$ cat src/rtl/tlf_pkg.sv
// Shared types and constants of the text line folder.
package tlf_pkg;

  localparam int unsigned BYTE_W     = 8;
  localparam int unsigned COL_W      = 6;
  localparam int unsigned CFG_W      = 6;
  localparam int unsigned COL_SAT    = 63;
  localparam int unsigned FOLD_RESET = 10;

  localparam logic [BYTE_W-1:0] CH_NL    = 8'd10;
  localparam logic [BYTE_W-1:0] CH_TAB   = 8'd9;
  localparam logic [BYTE_W-1:0] CH_SPACE = 8'd32;

  typedef struct packed {
    logic [BYTE_W-1:0] in_byte;
    logic              end_of_input;
  } in_word_t;

  typedef struct packed {
    logic [BYTE_W-1:0] out_byte;
    logic              last_of_run;
  } out_word_t;

  typedef struct packed {
    logic shift;
    logic load;
  } cell_ctrl_t;

  typedef enum logic [1:0] {
    ST_IDLE,
    ST_EMIT,
    ST_NL
  } state_e;

endpackage

$ cat src/rtl/tlf_cell.sv
// One byte cell of the line store row; loads a new byte or takes its right neighbor's byte.
module tlf_cell (
  input  logic                           clk_i,
  input  tlf_pkg::cell_ctrl_t            ctrl_i,
  input  logic [tlf_pkg::BYTE_W-1:0]     right_i,
  input  logic [tlf_pkg::BYTE_W-1:0]     load_i,
  output logic [tlf_pkg::BYTE_W-1:0]     byte_o
);

  logic [tlf_pkg::BYTE_W-1:0] byte_q, byte_d;

  always_comb begin
    byte_d = byte_q;
    if (ctrl_i.load) begin
      byte_d = load_i;
    end else if (ctrl_i.shift) begin
      byte_d = right_i;
    end
  end

  always_ff @(posedge clk_i) begin
    byte_q <= byte_d;
  end

  assign byte_o = byte_q;

endmodule

$ cat src/rtl/text_line_folder_top.sv
// Text line folder: a plain byte that fits on the line is stored and yields no word, so
// ordinary text streams at one byte per cycle. A newline, an end-of-input item after stored
// bytes or a byte that forces a fold is accepted and then holds off input while the held
// bytes (on a split at a blank, those before it) leave the cell row one per cycle, while the
// sink accepts them, through the output register, followed by a newline where one is due:
// such an item emits at most MAX_COLUMN + 1 words.
module text_line_folder_top #(
  parameter int unsigned MAX_COLUMN = 32,
  parameter int unsigned TAB_STOP   = 8
) (
  input  logic                          clk_i,
  input  logic                          rst_ni,
  input  logic                          cfg_we_i,
  input  logic [tlf_pkg::CFG_W-1:0]     cfg_wdata_i,
  input  logic                          in_valid_i,
  output logic                          in_ready_o,
  input  tlf_pkg::in_word_t             in_data_i,
  output logic                          out_valid_o,
  input  logic                          out_ready_i,
  output tlf_pkg::out_word_t            out_data_o
);

  localparam int unsigned FW = $clog2(MAX_COLUMN + 1);
  localparam int unsigned PW = $clog2(TAB_STOP + 1);
  localparam int unsigned CW = tlf_pkg::COL_W;
  localparam int unsigned BW = tlf_pkg::BYTE_W;

  tlf_pkg::state_e state_q, state_d;

  logic [tlf_pkg::CFG_W-1:0] fold_q;
  logic [FW-1:0] fill_q, fill_d;
  logic [CW-1:0] col_q, col_d;
  logic [PW-1:0] phase_q, phase_d;
  logic [FW-1:0] lblank_q, lblank_d;
  logic [FW-1:0] tlen_q, tlen_d;
  logic [PW-1:0] tphase_q, tphase_d;
  logic [FW-1:0] cnt_q, cnt_d;
  logic [BW-1:0] pend_q, pend_d;
  logic          pend_v_q, pend_v_d;
  logic          drop_q, drop_d;
  logic          nl_q, nl_d;

  logic                out_valid_q, out_valid_d;
  tlf_pkg::out_word_t  out_q, prod_word;
  logic                produce, adv;

  logic          app_en, shift_en;
  logic [BW-1:0] app_byte;
  logic [PW-1:0] width_w, phase_inc, tphase_inc;
  logic [CW:0]   col_sum, n_lim, fold_ext;
  logic          is_fold, found;
  logic [FW-1:0] fold_cnt;
  logic          app_blank;

  logic [BW-1:0]       cell_byte [MAX_COLUMN];
  tlf_pkg::cell_ctrl_t cell_ctrl [MAX_COLUMN];

  assign adv        = !out_valid_q || out_ready_i;
  assign in_ready_o = (state_q == tlf_pkg::ST_IDLE);

  // A fold column of zero acts as one; values past the row length act as the row length.
  assign fold_ext = {1'b0, fold_q};
  always_comb begin
    if (fold_q == '0) begin
      n_lim = (CW+1)'(1);
    end else if (fold_ext > (CW+1)'(MAX_COLUMN)) begin
      n_lim = (CW+1)'(MAX_COLUMN);
    end else begin
      n_lim = fold_ext;
    end
  end

  assign app_byte   = (state_q == tlf_pkg::ST_NL) ? pend_q : in_data_i.in_byte;
  assign app_blank  = (app_byte == tlf_pkg::CH_SPACE) || (app_byte == tlf_pkg::CH_TAB);
  assign width_w    = (app_byte == tlf_pkg::CH_TAB) ? PW'(TAB_STOP) - phase_q : PW'(1);
  assign phase_inc  = (phase_q == PW'(TAB_STOP - 1)) ? '0 : phase_q + PW'(1);
  assign tphase_inc = (tphase_q == PW'(TAB_STOP - 1)) ? '0 : tphase_q + PW'(1);
  assign col_sum    = {1'b0, col_q} + (CW+1)'(width_w);

  assign is_fold  = (col_sum > n_lim) || (fill_q >= FW'(MAX_COLUMN));
  // The last blank position is tracked on each store, so no search of the row is needed.
  assign found    = (lblank_q != '0) && (fill_q < FW'(MAX_COLUMN));
  assign fold_cnt = found ? lblank_q - FW'(1) : fill_q;

  // Next state.
  always_comb begin
    state_d = state_q;
    unique case (state_q)
      tlf_pkg::ST_IDLE: begin
        if (in_valid_i) begin
          if (in_data_i.end_of_input) begin
            state_d = (fill_q != '0) ? tlf_pkg::ST_EMIT : tlf_pkg::ST_IDLE;
          end else if (in_data_i.in_byte == tlf_pkg::CH_NL) begin
            state_d = (fill_q != '0) ? tlf_pkg::ST_EMIT : tlf_pkg::ST_NL;
          end else if (is_fold) begin
            state_d = (fold_cnt != '0) ? tlf_pkg::ST_EMIT : tlf_pkg::ST_NL;
          end
        end
      end
      tlf_pkg::ST_EMIT: begin
        if (adv && cnt_q == FW'(1)) begin
          state_d = nl_q ? tlf_pkg::ST_NL : tlf_pkg::ST_IDLE;
        end
      end
      tlf_pkg::ST_NL: begin
        if (adv) begin
          state_d = tlf_pkg::ST_IDLE;
        end
      end
      default: state_d = tlf_pkg::ST_IDLE;
    endcase
  end

  // Datapath and sequencer outputs.
  always_comb begin
    fill_d    = fill_q;
    col_d     = col_q;
    phase_d   = phase_q;
    lblank_d  = lblank_q;
    tlen_d    = tlen_q;
    tphase_d  = tphase_q;
    cnt_d     = cnt_q;
    pend_d    = pend_q;
    pend_v_d  = pend_v_q;
    drop_d    = drop_q;
    nl_d      = nl_q;
    produce   = 1'b0;
    prod_word = '0;
    shift_en  = 1'b0;
    app_en    = 1'b0;
    unique case (state_q)
      tlf_pkg::ST_IDLE: begin
        if (in_valid_i) begin
          if (in_data_i.end_of_input || in_data_i.in_byte == tlf_pkg::CH_NL ||
              is_fold) begin
            nl_d     = !in_data_i.end_of_input;
            pend_d   = in_data_i.in_byte;
            pend_v_d = !in_data_i.end_of_input &&
                       (in_data_i.in_byte != tlf_pkg::CH_NL);
            lblank_d = '0;
            if (pend_v_d && found) begin
              // Split at the last blank; the remainder after it holds no blank.
              cnt_d   = fold_cnt;
              drop_d  = 1'b1;
              fill_d  = tlen_q;
              col_d   = CW'(tlen_q);
              phase_d = tphase_q;
            end else begin
              cnt_d    = fill_q;
              drop_d   = 1'b0;
              fill_d   = '0;
              col_d    = '0;
              phase_d  = '0;
              tlen_d   = '0;
              tphase_d = '0;
            end
          end else begin
            app_en = 1'b1;
          end
        end
      end
      tlf_pkg::ST_EMIT: begin
        if (adv) begin
          produce               = 1'b1;
          prod_word.out_byte    = cell_byte[0];
          prod_word.last_of_run = (cnt_q == FW'(1)) && !nl_q;
          shift_en              = 1'b1;
          cnt_d                 = cnt_q - FW'(1);
        end
      end
      tlf_pkg::ST_NL: begin
        if (adv) begin
          produce               = 1'b1;
          prod_word.out_byte    = tlf_pkg::CH_NL;
          prod_word.last_of_run = 1'b1;
          // The newline goes out in the same cycle that the split blank leaves the row.
          shift_en              = drop_q;
          app_en                = pend_v_q;
          pend_v_d              = 1'b0;
        end
      end
      default: ;
    endcase

    if (app_en) begin
      fill_d  = fill_q + FW'(1);
      col_d   = (col_sum > (CW+1)'(tlf_pkg::COL_SAT)) ? CW'(tlf_pkg::COL_SAT)
                                                       : col_sum[CW-1:0];
      phase_d = (app_byte == tlf_pkg::CH_TAB) ? '0 : phase_inc;
      if (app_blank) begin
        lblank_d = fill_q + FW'(1);
        tlen_d   = '0;
        tphase_d = '0;
      end else begin
        tlen_d   = tlen_q + FW'(1);
        tphase_d = tphase_inc;
      end
    end
  end

  assign out_valid_d = produce ? 1'b1 : (out_ready_i ? 1'b0 : out_valid_q);

  for (genvar j = 0; j < MAX_COLUMN; j++) begin : g_cell
    logic [BW-1:0] right_w;
    assign cell_ctrl[j].shift = shift_en;
    assign cell_ctrl[j].load  = app_en && (fill_q == FW'(j));
    if (j == MAX_COLUMN - 1) begin : g_tail
      assign right_w = '0;
    end else begin : g_inner
      assign right_w = cell_byte[j+1];
    end
    tlf_cell u_cell (
      .clk_i   (clk_i),
      .ctrl_i  (cell_ctrl[j]),
      .right_i (right_w),
      .load_i  (app_byte),
      .byte_o  (cell_byte[j])
    );
  end

  always_ff @(posedge clk_i or negedge rst_ni) begin
    if (!rst_ni) begin
      state_q     <= tlf_pkg::ST_IDLE;
      fold_q      <= tlf_pkg::CFG_W'(tlf_pkg::FOLD_RESET);
      fill_q      <= '0;
      col_q       <= '0;
      phase_q     <= '0;
      lblank_q    <= '0;
      tlen_q      <= '0;
      tphase_q    <= '0;
      cnt_q       <= '0;
      pend_v_q    <= 1'b0;
      drop_q      <= 1'b0;
      nl_q        <= 1'b0;
      out_valid_q <= 1'b0;
    end else begin
      state_q     <= state_d;
      if (cfg_we_i) begin
        fold_q <= cfg_wdata_i;
      end
      fill_q      <= fill_d;
      col_q       <= col_d;
      phase_q     <= phase_d;
      lblank_q    <= lblank_d;
      tlen_q      <= tlen_d;
      tphase_q    <= tphase_d;
      cnt_q       <= cnt_d;
      pend_v_q    <= pend_v_d;
      drop_q      <= drop_d;
      nl_q        <= nl_d;
      out_valid_q <= out_valid_d;
    end
  end

  always_ff @(posedge clk_i) begin
    pend_q <= pend_d;
    if (produce) begin
      out_q <= prod_word;
    end
  end

  assign out_valid_o = out_valid_q;
  assign out_data_o  = out_q;

endmodule

$ cat config.mk
export PLATFORM = sky130hd
export DESIGN_NAME = text_line_folder_top
export DESIGN_NICKNAME = d
export VERILOG_FILES = /design/src/rtl/tlf_pkg.sv /design/src/rtl/tlf_cell.sv /design/src/rtl/text_line_folder_top.sv
export SDC_FILE = /design/constraint.sdc
export NUM_CORES = 1
export LEC_CHECK = 0
export BUFFER_PORTS_ARGS = -buffer_cell sky130_fd_sc_hd__clkbuf_2
export CAP_MARGIN = 30
export CORE_ASPECT_RATIO = 0.8
export CORE_MARGIN = 2
export CORE_UTILIZATION = 55
export DETAILED_ROUTE_END_ITERATION = 10
export HOLD_SLACK_MARGIN = 0.06
export PLACE_DENSITY_LB_ADDON = 0.05
export SLEW_MARGIN = 0
export SYNTH_ARGS = -nofsm -noshare
export SYNTH_HDL_FRONTEND = slang
export SYNTH_HIERARCHICAL = 1
export SYNTH_SLANG_ARGS = --single-unit
$ cat constraint.sdc
create_clock -name clk_i -period 7.2 [get_ports clk_i]
set_clock_uncertainty 0.05 [all_clocks]
set_input_delay 0.72 -clock clk_i [delete_from_list [all_inputs] [get_ports clk_i]]
set_output_delay 0.72 -clock clk_i [all_outputs]
set_load 0.02 [all_outputs]
### Word-level counts from Yosys, hierarchy flattened

Cells that the tools add are included.

* $add $sub $neg: 8
* reductions and logical operators: 95
* eq/ne operators: 46
* magnitude comparators: 5
* multiplexer cells: 127

Operators by type and width (count)
* $mux 8: 65
* $mux 6: 20
* $eq 6x5->1 const B: 16
* $reduce_bool 2->1: 38
* $eq 6x4->1 const B: 8
* $mux 4: 11
* $logic_and 1x1->1: 37
* $eq 6x3->1 const B: 4
* $mux 2: 9
* $pmux 9 s2: 1
* $reduce_bool 6->1: 3
* $eq 8x4->1 const B: 2
* $mux 1: 13
* $add 6x1->6 const B: 2
* $eq 6x1->1 const B: 2
* $eq 6x2->1 const B: 2
* $logic_not 6->1: 2
* $pmux 6 s2: 1
* $reduce_and 4->1: 3
* $sub 6x1->6 const B: 2
* $mux 9: 1
* $add 4x1->4 const B: 2
* $eq 4x3->1 const B: 2
* $eq 8x6->1 const B: 1
* other kinds (22): 34

* logic and storage cells: 329
* output and inout port bits: 11
* input port bits: 20
* register bits: 323

### Logic depth before layout (Yosys ltp)

Gate-level depths: netlist (run 1).

* depth in word-level cells: 13
* gate-level depth with buffers: 24
* depth with buffers taken out: 21

### Modules after synthesis

The synthesis (run 1) kept the hierarchy.

By module, submodules not included
* tlf_cell: sequential area each 240.2 µm², cells each 18, instances 32, area each 377.9 µm²
* text_line_folder_top: sequential area each 1764.2 µm², cells each 497, instances 1, area each 4574.4 µm²

### Worst setup path before layout (run 1)

Ideal clock, no wire load.

* path type: flip-flop to flip-flop
* from: reg state_q[0]
* to: reg g_cell[23].u_cell.byte_q (netlist bit g_cell[23].u_cell/byte_o[0]), enable pin
* cell stages (with the launch flop): 22
* arrival: 5020 ps
* setup time: 330 ps
* slack: 1801 ps
* required time: 6820 ps
* clock period less this slack: 5399 ps
* path buffers: 2
* cells stage by stage: dfrtp_1 -> inv_1 -> ha_1 -> nand2_1 -> or4b_2 -> a22oi_1 -> nand2_1 -> fa_1 -> nor2b_4 -> o21a_1 -> nor2_1 -> xnor2_1 -> ha_1 -> a21o_1 -> a21oi_1 -> a21oi_2 -> o31a_1 -> buf_6 -> or3_4 -> nor3_1 -> buf_6 -> or2_1

RTL lines
* from (decl): line text_line_folder_top.sv:28 `tlf_pkg::state_e state_q, state_d;`
* from (signal assigned): line text_line_folder_top.sv:223 `state_q <= tlf_pkg::ST_IDLE;`
* from (signal assigned): line text_line_folder_top.sv:237 `state_q <= state_d;`
* to (signal assigned): line tlf_cell.sv:22 `byte_q <= byte_d;`
* to (decl): line tlf_cell.sv:10 `logic [tlf_pkg::BYTE_W-1:0] byte_q, byte_d;`

==> flow_summary.json, run 1 <==
{
  "drtIter0Drc": 715,
  "place_area_um2": 17200,
  "grt_remaining_overflow": 0,
  "clock_latency_ns": 0.51,
  "firstDrtPassIters": 5,
  "crit_path_cell_trace": "inv_1 > ha_1 > nand2_1 > or4b_2 > a22oi_1 > nand2_1 > fa_1 > nor2b_4 > o21a_1 > nor2_1 > xnor2_1 > ha_1 > a21o_1 > a21oi_1 > a21oi_2 > o31a_1 > or3_1 > nor2_1 > or2_1",
  "rsz0062_at_grt": "false",
  "placedCellCount": 1495,
  "grt_pass1_vias": 8872,
  "grt_usage_pct": 21.4,
  "synth-edff-count": 273,
  "grt_pass1_wl_um": 52400,
  "p_leak_nw": 6.95,
  "core_area_um2": 29600,
  "crit_type": "register to register",
  "dp_hpwl_um": 21100,
  "hp-class": "primary input to asynchronous set/reset pin",
  "drtAntennaViolNets": 0,
  "vias_per_cell": 5.75,
  "cap_violations": 0,
  "clock_path_buffers": 3,
  "power_density_nw_per_um2": 330,
  "yosysTopAreaCell": "edfxtp_1",
  "synth_top_area_share_pct": 49.2,
  "io-pin-count": 31,
  "avgRoutedWirePerCell_um": 21.4,
  "synth_flop_cell": "edfxtp_1",
  "synth-simple-area-share_pct": 7.61,
  "post-place-ws_ns": 0.593,
  "synth-compound-area-share_pct": 5.01,
  "netlist_top_cells_count": "edfxtp_1 (273), mux2_4 (256), nor2_1 (50)",
  "vias": 8953,
  "port_buffers": 30,
  "period_share_pct": 91.6,
  "drt_wl_total_um": 33300,
  "cts_resized": 0,
  "drive_above_1_share_pct": 34.9,
  "path_clk_slew_ns": 0.06,
  "cp-end-kind": "register",
  "antenna_found_initial": 0,
  "slowest_delay_ns": 0.82,
  "setup_tns_ns": 0,
  "reg2reg_setup_slack_ns": 0.60,
  "postSynthAreaPerCell_um2": 15.5,
  "cp_top_family": "simple AND/OR/NAND/NOR gates",
  "rows": 56,
  "slew_viol_final": 0,
  "crit_buf_inv": 1,
  "gp_congestion": 0.823,
  "crit_arrival_ns": 6.72,
  "tightest_slew_ns": 1.02,
  "cp_max_fo": 9,
  "synth_cell_types": 73,
  "instances_no_fill": 1556,
  "clock_sinks": 323,
  "max_freq_ghz": 0.152,
  "r2r-start": "state_q[0]",
  "start_kind": "register",
  "cpMaxStageDelayCell": "nor2_1",
  "slew_headroom_pct": 32.1,
  "layout_setup_ws_ns": 0.603,
  "synthesis.area_um2": 16700,
  "synth_xor_area_share_pct": 0.683,
  "drc": 0,
  "status": "completed",
  "fin_nets": 1172,
  "synthAdderAreaFrac_pct": 2.00,
  "required_ns": 7.32,
  "synth_most_common_cell": "edfxtp_1",
  "post-cts-setup-buffer-count": 0,
  "cts_root_buf": "clkbuf_16",
  "setup_viol": 0,
  "die-area_um2": 31700,
  "fin_area_um2": 18300,
  "synthArstFlopShare_pct": 15.5,
  "r2r-end": "g_cell[4].u_cell/byte_o[2]",
  "yosys_register_bits": 323,
  "grt_start_max_net_pins": 51,
  "start_util_pct": 56.4,
  "fillers": 2264,
  "synth_mux_area_share_pct": 24.6,
  "synth.area.top_cells": "edfxtp_1 (49%), mux2_4 (23%), dfrtp_1 (7.2%), buf_6 (2.2%), ha_1 (1.9%)",
  "syn_inst": 1073,
  "ys_seq_area_share_pct": 56.7,
  "vdd_drop_max_mv": 0.219,
  "die_y_um": 160,
  "area_growth_pct": 9.56,
  "hold_viol": 0,
  "postCtsHoldBufs": 0,
  "post-route-min-period_ns": 6.60,
  "cts_buffers": 35,
  "n_antenna_cell": 0,
  "rr_worst_depth": 19,
  "cts_tree": "yes",
  "cts_max_level": 2,
  "yosysWarnings": 6,
  "whs_ns": 0.266,
  "synth_top_family_by_area": "multiplexers",
  "die_width_um": 199
}
## stage by stage
stage | util, % | power (W)
5_1_grt | 61.8 | 0.00633
4_1_cts | 61.8 | 0.00607
6_report | 61.8 | 0.00603
2_1_floorplan | - | 0.00387
3_5_place_dp | 58.1 | 0.00433
3_3_place_gp | 58.0 | 0.00432
## worst max-delay path by stage
stage | startpoint | to | cells past startpoint
after floorplan | state_q[0] | g_cell[23].u_cell/byte_o[0] | 21
after global placement | state_q[0] | g_cell[10].u_cell/byte_o[6] | 19
after detailed placement | state_q[0] | g_cell[25].u_cell/byte_o[6] | 19
after CTS | state_q[0] | g_cell[25].u_cell/byte_o[6] | 19
after global routing | state_q[0] | g_cell[25].u_cell/byte_o[6] | 19
final | state_q[0] | g_cell[4].u_cell/byte_o[2] | 19
## power by group
group | internal, W | leakage, nW | switching, W | total (W)
logic | 0.000643 | 3.28 | 0.000928 | 0.00157
registers | 0.00256 | 3.14 | 0.000179 | 0.00274
clock network | 0.00101 | 0.520 | 0.000705 | 0.00172
total | 0.00422 | 6.95 | 0.00181 | 0.00603
## final cells by class
type | count | area (um2) | share of cell area [%]
timing repair buffer | 61 | 395 | 2.17
multi-input combinational | 673 | 6710 | 36.7
tap | 406 | 508 | 2.78
inverter | 32 | 120 | 0.658
sequential | 323 | 9450 | 51.8
clock inverter | 10 | 101 | 0.555
clock buffer | 51 | 978 | 5.36
## kinds of logic (layout without fill, tap and decap cells)
group,after synthesis,after routing
compound gates,114,114
simple gates,233,233
mux,279,279
other cells,1,8
buf+inv,84,154
fa+ha+maj,26,26
flops,323,323
xor+xnor,13,13
## sequential cells by signal (all words and copies together) (netlist names)
signal	cells
pend_q	8
g_cell.u_cell/byte_o	256
state_q	2
out_valid_o	1
phase_q	4
cnt_q	6
nl_q	1
col_q	6
fill_q	6
tlen_q	6
drop_q	1
lblank_q	6
out_data_o	9
pend_v_q	1
fold_q	6
tphase_q	4
## worst register-to-register path, cell delays in order, from the launching register on
cell and delay, ns:
dfrtp_1 0.38, inv_1 0.11, ha_1 0.18, nand2_1 0.07
or4b_2 0.62, a22oi_1 0.64, nand2_1 0.21, fa_1 0.51
nor2b_4 0.19, o21a_1 0.12, nor2_1 0.06, xnor2_1 0.23
ha_1 0.28, a21o_1 0.18, a21oi_1 0.18, a21oi_2 0.19
o31a_1 0.33, or3_1 0.49, nor2_1 0.83, or2_1 0.42
## cells in the final DEF, fill, tap and decap left out, types with 4 or more instances in the layout
master	netlist	layout
clkbuf_2	0	30
buf_4	0	30
nor3_1	11	10
and3_1	7	7
or2_1	33	33
a211o_1	6	6
o21ai_0	19	19
a31oi_1	6	6
and2_1	7	7
mux2_2	15	15
nand2_1	37	37
a21oi_1	25	25
nor4_1	13	9
edfxtp_1	273	273
mux2_4	256	256
nor2_1	50	49
a21o_1	5	5
clkinv_1	3	7
ha_1	25	25
clkbuf_16	0	37
or3_1	4	4
xnor2_1	12	12
inv_1	29	29
clkbuf_1	14	14
nor2b_1	4	4
o211ai_1	10	10
nand3_1	30	30
nor4_2	2	6
a22o_1	4	4
conb_1	1	8
dfrtp_1	48	48
nand2b_1	10	10
a221o_1	9	9
nand3b_1	6	6
mux2i_1	8	8
## metal layers
metal	share of wire [%]	GRT usage, %
met2	44	31.4
met4	1.4	4.38
met5	0	0
met1	50	33.3
met3	5.3	3.95
No activity file was read; power rests on OpenSTA's default activity.
==> run 2, diff against run 1 <==
--- a/config.mk
+++ b/config.mk
@@ -17,4 +17,3 @@
 export SYNTH_ARGS = -nofsm -noshare
 export SYNTH_HDL_FRONTEND = slang
-export SYNTH_HIERARCHICAL = 1
 export SYNTH_SLANG_ARGS = --single-unit
==> constraint.sdc (replaced) <==
create_clock -name clk_i -period 7.2 [get_ports clk_i]
set_clock_uncertainty 0.05 [all_clocks]
set_input_delay 1.08 -clock clk_i [delete_from_list [all_inputs] [get_ports clk_i]]
set_output_delay 1.08 -clock clk_i [all_outputs]
set_load 0.02 [all_outputs]
==> flow_summary.json, run 2 <==
{
  "placedCellCount": 1419,
  "comb_power_share_pct": 26.4,
  "postCtsHoldBufs": 0,
  "start_kind": "register",
  "drt_wl_total_um": 31200,
  "synth_top_area_share_pct": 52.7,
  "r2r-start": "state_q[0]",
  "cts_tree": "yes",
  "synthesis.area_um2": 15600,
  "n_antenna_cell": 0,
  "drtAntennaViolNets": 0,
  "status": "completed",
  "synth_xor_area_share_pct": 0.900,
  "cap_violations": 0,
  "tightest_slew_ns": 1.00,
  "fin_area_um2": 16800,
  "setup_tns_ns": 0,
  "vias_per_cell": 5.83,
  "setup_viol": 0,
  "area_growth_pct": 8.10,
  "clock_latency_ns": 0.56,
  "clock_path_buffers": 3,
  "grt_remaining_overflow": 0,
  "netlist_top_cells_count": "edfxtp_1 (273), mux2_2 (262), nand2_1 (69)",
  "synth_cell_types": 64,
  "p_leak_nw": 6.12,
  "gp_congestion": 0.801,
  "rr_worst_depth": 18,
  "drive_above_1_share_pct": 33.2,
  "slew_headroom_pct": 33.2,
  "reg2reg_setup_slack_ns": 1.06,
  "mostFrequentLayoutCells": "edfxtp_1 (273), mux2_2 (262), nand2_1 (69)",
  "postSynthAreaPerCell_um2": 14.4,
  "startpoint": "state_q[0]",
  "final_common_cell": "edfxtp_1",
  "start_util_pct": 55.4,
  "dp_hpwl_um": 19800,
  "vdd_drop_max_mv": 0.212,
  "instances_no_fill": 1477,
  "synthArstFlopShare_pct": 15.5,
  "vias": 8615,
  "grt_start_max_net_pins": 51,
  "max_freq_ghz": 0.163,
  "io-pin-count": 31,
  "rsz0062_at_grt": "false",
  "synth_mux_area_share_pct": 19.7,
  "synth_top_family_by_area": "multiplexers",
  "hold_path_end": "drop_q",
  "cp_max_fo": 40,
  "power_w": 0.00605,
  "required_ns": 7.36,
  "largest_register_ffs": 256,
  "die-area_um2": 29700,
  "r2r-end": "g_cell[4].u_cell.byte_o[1]",
  "cts_buffers": 31,
  "grt_pass1_wl_um": 49500,
  "hold_viol": 0,
  "layout_setup_ws_ns": 1.06,
  "grt_pass1_vias": 8830,
  "synthAdderAreaFrac_pct": 2.14,
  "avgRoutedWirePerCell_um": 21.1,
  "yosys_register_bits": 323,
  "syn-num-nets": 1126,
  "slew_viol_final": 0,
  "syn_inst": 1080,
  "antenna_found_initial": 1,
  "synth_flop_cell": "edfxtp_1",
  "period_share_pct": 85.3,
  "yosysWarnings": 0,
  "firstDrtPassIters": 5,
  "post-place-ws_ns": 0.647,
  "crit_arrival_ns": 6.31,
  "grt_usage_pct": 21.6,
  "synth-edff-count": 273,
  "cp-end-kind": "register",
  "core_area_um2": 28100,
  "p_sw_w": 0.00192,
  "ys_seq_area_share_pct": 60.7,
  "hold_path_depth": 2,
  "synth_most_common_cell": "edfxtp_1",
  "cts_max_level": 1,
  "cts_root_buf": "clkbuf_16",
  "synth-simple-area-share_pct": 9.39,
  "power_density_nw_per_um2": 360,
  "post-cts-setup-buffer-count": 0,
  "drtIter0Drc": 523,
  "path_clk_slew_ns": 0.06,
  "min_from": "drop_q",
  "clock_power_share_pct": 24.1,
  "drc": 0,
  "seq_power_share_pct": 49.5,
  "intPower_w": 0.00413,
  "rows": 55,
  "hp-class": "register to register",
  "cts_resized": 0,
  "power.share.switching_pct": 31.7,
  "die_y_um": 154,
  "port_buffers": 30,
  "post-route-min-period_ns": 6.14,
  "yosysTopAreaCell": "edfxtp_1",
  "synth.area.top_cells": "edfxtp_1 (53%), mux2_2 (19%), dfrtp_1 (7.7%), ha_1 (2.0%), nand2_1 (1.7%)",
  "crit_type": "register to register",
  "clock_sinks": 323,
  "fin_nets": 1129,
  "synth-compound-area-share_pct": 4.64,
  "place_area_um2": 15900,
  "die_width_um": 192
}
-- run 2: cell types whose count changed in the layout (fill, tap and decap cells not counted), moves of 10 or more --
| cell | change |
|---|---|
| nand3_4 | +12 |
| nor2_1 | -15 |
| nand2_1 | +32 |
| or2_1 | -33 |
| buf_4 | -24 |
| mux2_2 | +247 |
| nand2b_1 | +11 |
| mux2_4 | -256 |
| a21oi_1 | -10 |
| and3_1 | +15 |
| o211ai_1 | -10 |
-- run 2: area by class of cell --
cell class	count	area [um2]
repair buffers	39	228
fillers	2209	11300
clock inverters	14	61.3
flip-flops and latches	323	9450
inverters	22	82.6
multi-input cells	666	5720
clock buffers	43	821
well taps	370	463
-- run 2: kinds of logic (layout without fill, tap and decap cells) --
family,after synthesis,after routing
flip-flops,323,323
adder cells (fa/ha/maj),26,26
buffers and inverters,91,118
XOR/XNOR,16,16
multiplexers,273,273
AO/OA/AOI/OAI,98,98
AND/OR/NAND/NOR,253,253
-- run 2: power groups by stage --
stage	combinational [W]	sequential, W	clock, W
finish	0.00160	0.00299	0.00146
global route	0.00177	0.00305	0.00157
CTS	0.00161	0.00299	0.00150
detailed placement	0.00160	0.00303	0
global placement	0.00157	0.00302	0
floorplan	0.00117	0.00295	0
-- run 2: how the worst max path moves through the flow --
stage          cells after the start                           to
3_5_place_dp                      18   g_cell[4].u_cell.byte_o[1]
4_1_cts                           18   g_cell[4].u_cell.byte_o[1]
2_1_floorplan                     18  g_cell[31].u_cell.byte_o[0]
6_report                          18   g_cell[4].u_cell.byte_o[1]
3_3_place_gp                      18   g_cell[5].u_cell.byte_o[4]
5_1_grt                           18   g_cell[5].u_cell.byte_o[5]
-- run 2: critical path: stages (launching register included) --
cell and delay [ns]:
dfrtp_1 0.40, inv_1 0.09, ha_1 0.66, nand2_1 0.23, o22a_1 0.42, or2_2 0.34, ha_1 0.21, fa_1 0.40
a21o_1 0.21, a21oi_1 0.18, xnor2_1 0.18, ha_1 0.29, a21o_1 0.16, a21oi_1 0.17, a21oi_1 0.17, o31ai_4 0.39
buf_12 0.32, and3_1 0.46, nand2b_1 0.41
-- run 2: routing by layer --
| metal | GRT usage (%) | share of wire (%) |
|---|---|---|
| met1 | 33.0 | 50 |
| met2 | 33.2 | 45 |
| met3 | 2.93 | 3.7 |
| met4 | 4.36 | 1.8 |
| met5 | 0 | 0 |
-- run 2: through the flow --
step / utilization [%] / hold WS, ns
floorplan: - / 0.400
global placement: 56.7 / 0.417
detailed placement: 56.8 / 0.422
CTS: 59.9 / 0.437
global route: 59.9 / 0.461
finish: 59.9 / 0.435
